File: config.mk
export PLATFORM = sky130hd
export DESIGN_NAME = gcb_merge_unit
export DESIGN_NICKNAME = d
export VERILOG_FILES = /design/src/sv/gcb_pkg.sv /design/src/sv/gcb_merge_unit.sv
export SDC_FILE = /design/constraint.sdc
export NUM_CORES = 1
export LEC_CHECK = 0
export BUFFER_PORTS_ARGS = -buffer_cell sky130_fd_sc_hd__buf_2
export CORE_ASPECT_RATIO = 0.8
export CORE_MARGIN = 3
export CORE_UTILIZATION = 35
export DETAILED_ROUTE_END_ITERATION = 6
export GPL_TIMING_DRIVEN = 0
export PLACE_DENSITY = 0.58
export SYNTH_ARGS = -nofsm -noshare
export SYNTH_HDL_FRONTEND = slang
export SYNTH_SLANG_ARGS = --single-unit
File: constraint.sdc
create_clock -name vclk -period 2.4
set_clock_uncertainty 0.2 [all_clocks]
set_input_delay 0 -clock vclk [all_inputs]
set_output_delay 0 -clock vclk [all_outputs]
set_load 0.1 [all_outputs]
File: src/sv/gcb_pkg.sv
// ----------------------------------------------------------------------------
// gcb_pkg
// Shared constants, codes and types of the glyph column blitter.
// ----------------------------------------------------------------------------
package gcb_pkg;

   localparam int COLUMNS    = 256;
   localparam int PAGES      = 2;
   localparam int ROWS       = 32;
   localparam int BANDS      = 4;
   localparam int PAGE_BYTES = COLUMNS * BANDS;
   localparam int MEM_DEPTH  = PAGES * PAGE_BYTES;
   localparam int MEM_AW     = $clog2(MEM_DEPTH);

   localparam logic [1:0] LAST_BAND = 2'(BANDS - 1);

   // Command codes of an input transaction.
   localparam logic CMD_DRAW = 1'b0;
   localparam logic CMD_READ = 1'b1;

   // Configuration register indexes.
   localparam logic [2:0] CSR_PAGE_SELECT   = 3'd0;
   localparam logic [2:0] CSR_REVERSE_VIDEO = 3'd1;
   localparam logic [2:0] CSR_INSERT_CURSOR = 3'd2;
   localparam logic [2:0] CSR_DELETE_CURSOR = 3'd3;
   localparam logic [2:0] CSR_DIRECT_DRAW   = 3'd4;

   typedef enum logic [2:0] {
      ST_CLEAR,
      ST_IDLE,
      ST_READ,
      ST_LO,
      ST_HI
   } gcb_state_type;

   // Operands of one merge of a glyph byte into a buffer byte.
   typedef struct packed {
      logic [7:0] glyph;
      logic       invert;
      logic [3:0] limit;
      logic [2:0] offset;
      logic [7:0] old;
      logic       upper;
   } gcb_merge_req_type;

endpackage

File: src/sv/gcb_merge_unit.sv
// ----------------------------------------------------------------------------
// gcb_merge_unit
// Shared merge unit: masks, inverts and shifts one glyph byte and merges
// either its lower or its upper half into an old buffer byte.
// ----------------------------------------------------------------------------
module gcb_merge_unit (
   input  gcb_pkg::gcb_merge_req_type req,
   output logic [7:0]                 merged
);
   import gcb_pkg::*;

   logic [7:0]  data;
   logic [7:0]  sel;
   logic [15:0] put;
   logic [15:0] keep;

   always_comb begin
      data = req.invert ? ~req.glyph : req.glyph;
      sel  = 8'hff >> (4'd8 - req.limit);
      put  = {8'h00, data & sel} << req.offset;
      keep = ~({8'h00, sel} << req.offset);
      if (req.upper) begin
         merged = (req.old & keep[15:8]) | put[15:8];
      end else begin
         merged = (req.old & keep[7:0]) | put[7:0];
      end
   end

endmodule

==> metrics <==
setup TNS 0 ps; CORE AREA 0.002935 sq mm; worst slew pin tran 506.2 ps; combinational fraction of design power 100.0%; simple logic cell fraction of the synthesized area 28.32%; GRT Residual Overflow 0; area fraction in compound gates after synthesis 44.68%; crit path time final 2292 ps; switching pwr 0.3146 mW; largest net degree at the start of global routing 11; Tot GR Track Use 19.35%; DR DRC count 0; gate count of the mapped netlist 170; data required time of the worst path 2200 ps; Die Ht 57.04 microns; die area 0.003982 sq mm; Area after DPL 0.001389 sq mm; worst rel slew slack 65.38%; Hold Path End merged[1]; Worst path slowest cell a2111oi_4; Syn Nets 198; antenna fix cells 0; Area Growth Syn to Fin 36.22%; fin crit share 95.50%; design area 0.001553 sq mm; Via density 6.200; global-route wire length before repair 6589 microns; Net Sw Frac 66.64%; sequential-to-total area share from yosys stat 0%; share of layout cells above drive strength 1 35.15%; Final Hold Slack 243.5 ps; hold path startpoint req[2]; dpl hpwl 3184 microns; CP endpoint kind output pin; seq_cells 0; yosys warns 0; DR iter-0 viols 203; Detailed Routing Iterations Pass 1 4; drt wl/cell 16.98 microns; Hold WC Path Type in2out; Seq. cell area 0 sq um; # setup viols final 0; I/O pin count 33; Hold Path Stages 4; mapped cell area 0.001140 sq mm; Fin. Hold Viols 0; Max Freq 436.3 MHz; via count 1488; peak supply drop 0.0002326 V; Setup crit start kind primary input; clock power share 0%; fin. max-slew vios 0; sequential share of power 0%; Cell variety after synth 59; outcome completed; fillers 285; Nets 232; main combinational cell family by area after synthesis compound AO/OA/AOI/OAI gates; vias in the first global route 1368; CTS Hold Buffers Added 0; CLK BUF 0; leakage power 0.6058 nW; row cnt 17; initial antenna violation count 0; routed wire length 4074 microns; critical path, cell by cell buf_2 -> inv_1 -> ha_1 -> buf_4 -> nor3b_4 -> a41o_2 -> nand2_2 -> o211a_1 -> a2111oi_4 -> a211oi_4 -> buf_12; Worst Path Arrival 2090 ps; post-synthesis mux area share 5.488%; Crit Path Max Fanout 7; post-route antenna net violation count 0; Post-Synth XOR/XNOR Area 9.111%; Max Cap Violations 0; PortBufs 30; Internal 0.1575 mW; chip width 69.81 microns; top post-synthesis cells by area a21oi_1 7.5%, o21ai_0 5.3%, xor2_1 4.6%, nand2_1 4.3%, mux2i_1 3.5%; Power Density 304.0 mW/mm^2; Initial Util 38.83%; Yosys top cell by area a21oi_1; Critical Path Max Stage Delay 350 ps; critical path class in2out; top-area cell type share of the netlist area 7.464%; Synth Area in Adders 3.293%; GP Congestion 0.8989; syn_area_per_cell 6.705 sq um; area of the multi-input gates 0.001186 sq mm
[synth_stat cells, types with 2 or more instances]
library cell	number
nand2b_1	2
nand4_1	2
mux2i_1	4
and3_1	5
nand2_2	2
o22ai_1	3
nor2_1	10
and2_1	2
o31a_1	2
nor4_1	2
a31oi_1	3
nand2_1	13
nor3_1	5
clkbuf_1	5
inv_1	10
ha_1	3
xnor2_1	4
nand3_1	4
o211ai_1	5
o31ai_1	3
nor3_2	2
buf_2	5
a21oi_1	17
buf_6	2
o32ai_2	2
o21ai_0	12
xor2_1	6
nor2b_1	3
mux2_2	2
[how the worst max path moves through the flow]
| stage | from | end | slack [ps] |
|---|---|---|---|
| 2_1_floorplan | req[13] | merged[1] | -290 |
| 3_3_place_gp | req[12] | merged[6] | -140 |
| 3_5_place_dp | req[12] | merged[4] | -150 |
| 4_1_cts | req[12] | merged[7] | -20 |
| 5_1_grt | req[12] | merged[4] | -3 |
| 6_report | req[12] | merged[4] | 110 |
[final cells by class]
type                       instances  area share (%)
timing repair buffer              32           13.70
multi-input combinational        148           76.39
tap                               38           3.062
buffer                            12           4.432
inverter                          10           2.417
[power groups by stage]
stage / sequential (mW) / combinational [mW] / clock (mW)
2_1_floorplan: 0 / 0.325 / 0
3_3_place_gp: 0 / 0.410 / 0
3_5_place_dp: 0 / 0.414 / 0
4_1_cts: 0 / 0.428 / 0
5_1_grt: 0 / 0.500 / 0
6_report: 0 / 0.472 / 0
[cells in the final DEF, fill, tap and decap left out, drive strengths merged, types with 4 or more instances in the layout]
| cell | netlist | layout |
|---|---|---|
| buf | 7 | 39 |
| inv | 10 | 10 |
| a21oi | 17 | 17 |
| and3 | 5 | 5 |
| xor2 | 6 | 6 |
| mux2i | 4 | 4 |
| clkbuf | 5 | 5 |
| xnor2 | 5 | 5 |
| nor2 | 11 | 11 |
| nand3 | 4 | 4 |
| o211ai | 5 | 5 |
| nand2 | 15 | 15 |
| nor3 | 7 | 7 |
| o21ai | 13 | 13 |
[cells by family (layout without fill, tap and decap cells)]
group,count (synthesis),in the layout
mux,6,6
buf+inv,22,54
fa+ha+maj,3,3
simple gates,59,59
xor+xnor,11,11
compound gates,69,69
[critical path: cells and delay by family]
kind / cells / cell delay, ps
AO/OA/AOI/OAI: 4 / 920
buffers and inverters: 4 / 610
AND/OR/NAND/NOR: 2 / 360
adder cells (fa/ha/maj): 1 / 200
[repair_timing]
action,in CTS,in global routing
resized for setup,8,27
endpoints found under the setup margin,6,8
buffers inserted,0,2
pin swaps,0,6
[per-stage QoR]
| step | utilization [%] | cells | power [mW] | setup slack (ps) |
|---|---|---|---|---|
| 5_1_grt | 52.90 | 240 | 0.5003 | -3.457 |
| 2_1_floorplan | - | 170 | 0.3247 | -290.5 |
| 3_5_place_dp | 47.31 | 238 | 0.4140 | -148.0 |
| 3_3_place_gp | 47.31 | 238 | 0.4098 | -144.6 |
| 4_1_cts | 48.42 | 238 | 0.4277 | -16.45 |
| 6_report | 52.90 | 240 | 0.4720 | 108.1 |
[layer usage]
| layer | global-route usage [%] | part of all wire [%] |
|---|---|---|
| met1 | 28.85 | 45 |
| met2 | 32.30 | 44 |
| met3 | 0.8803 | 8.9 |
| met4 | 1.093 | 1.9 |
| met5 | 0 | 0 |
No activity file was read; power rests on OpenSTA's default activity.
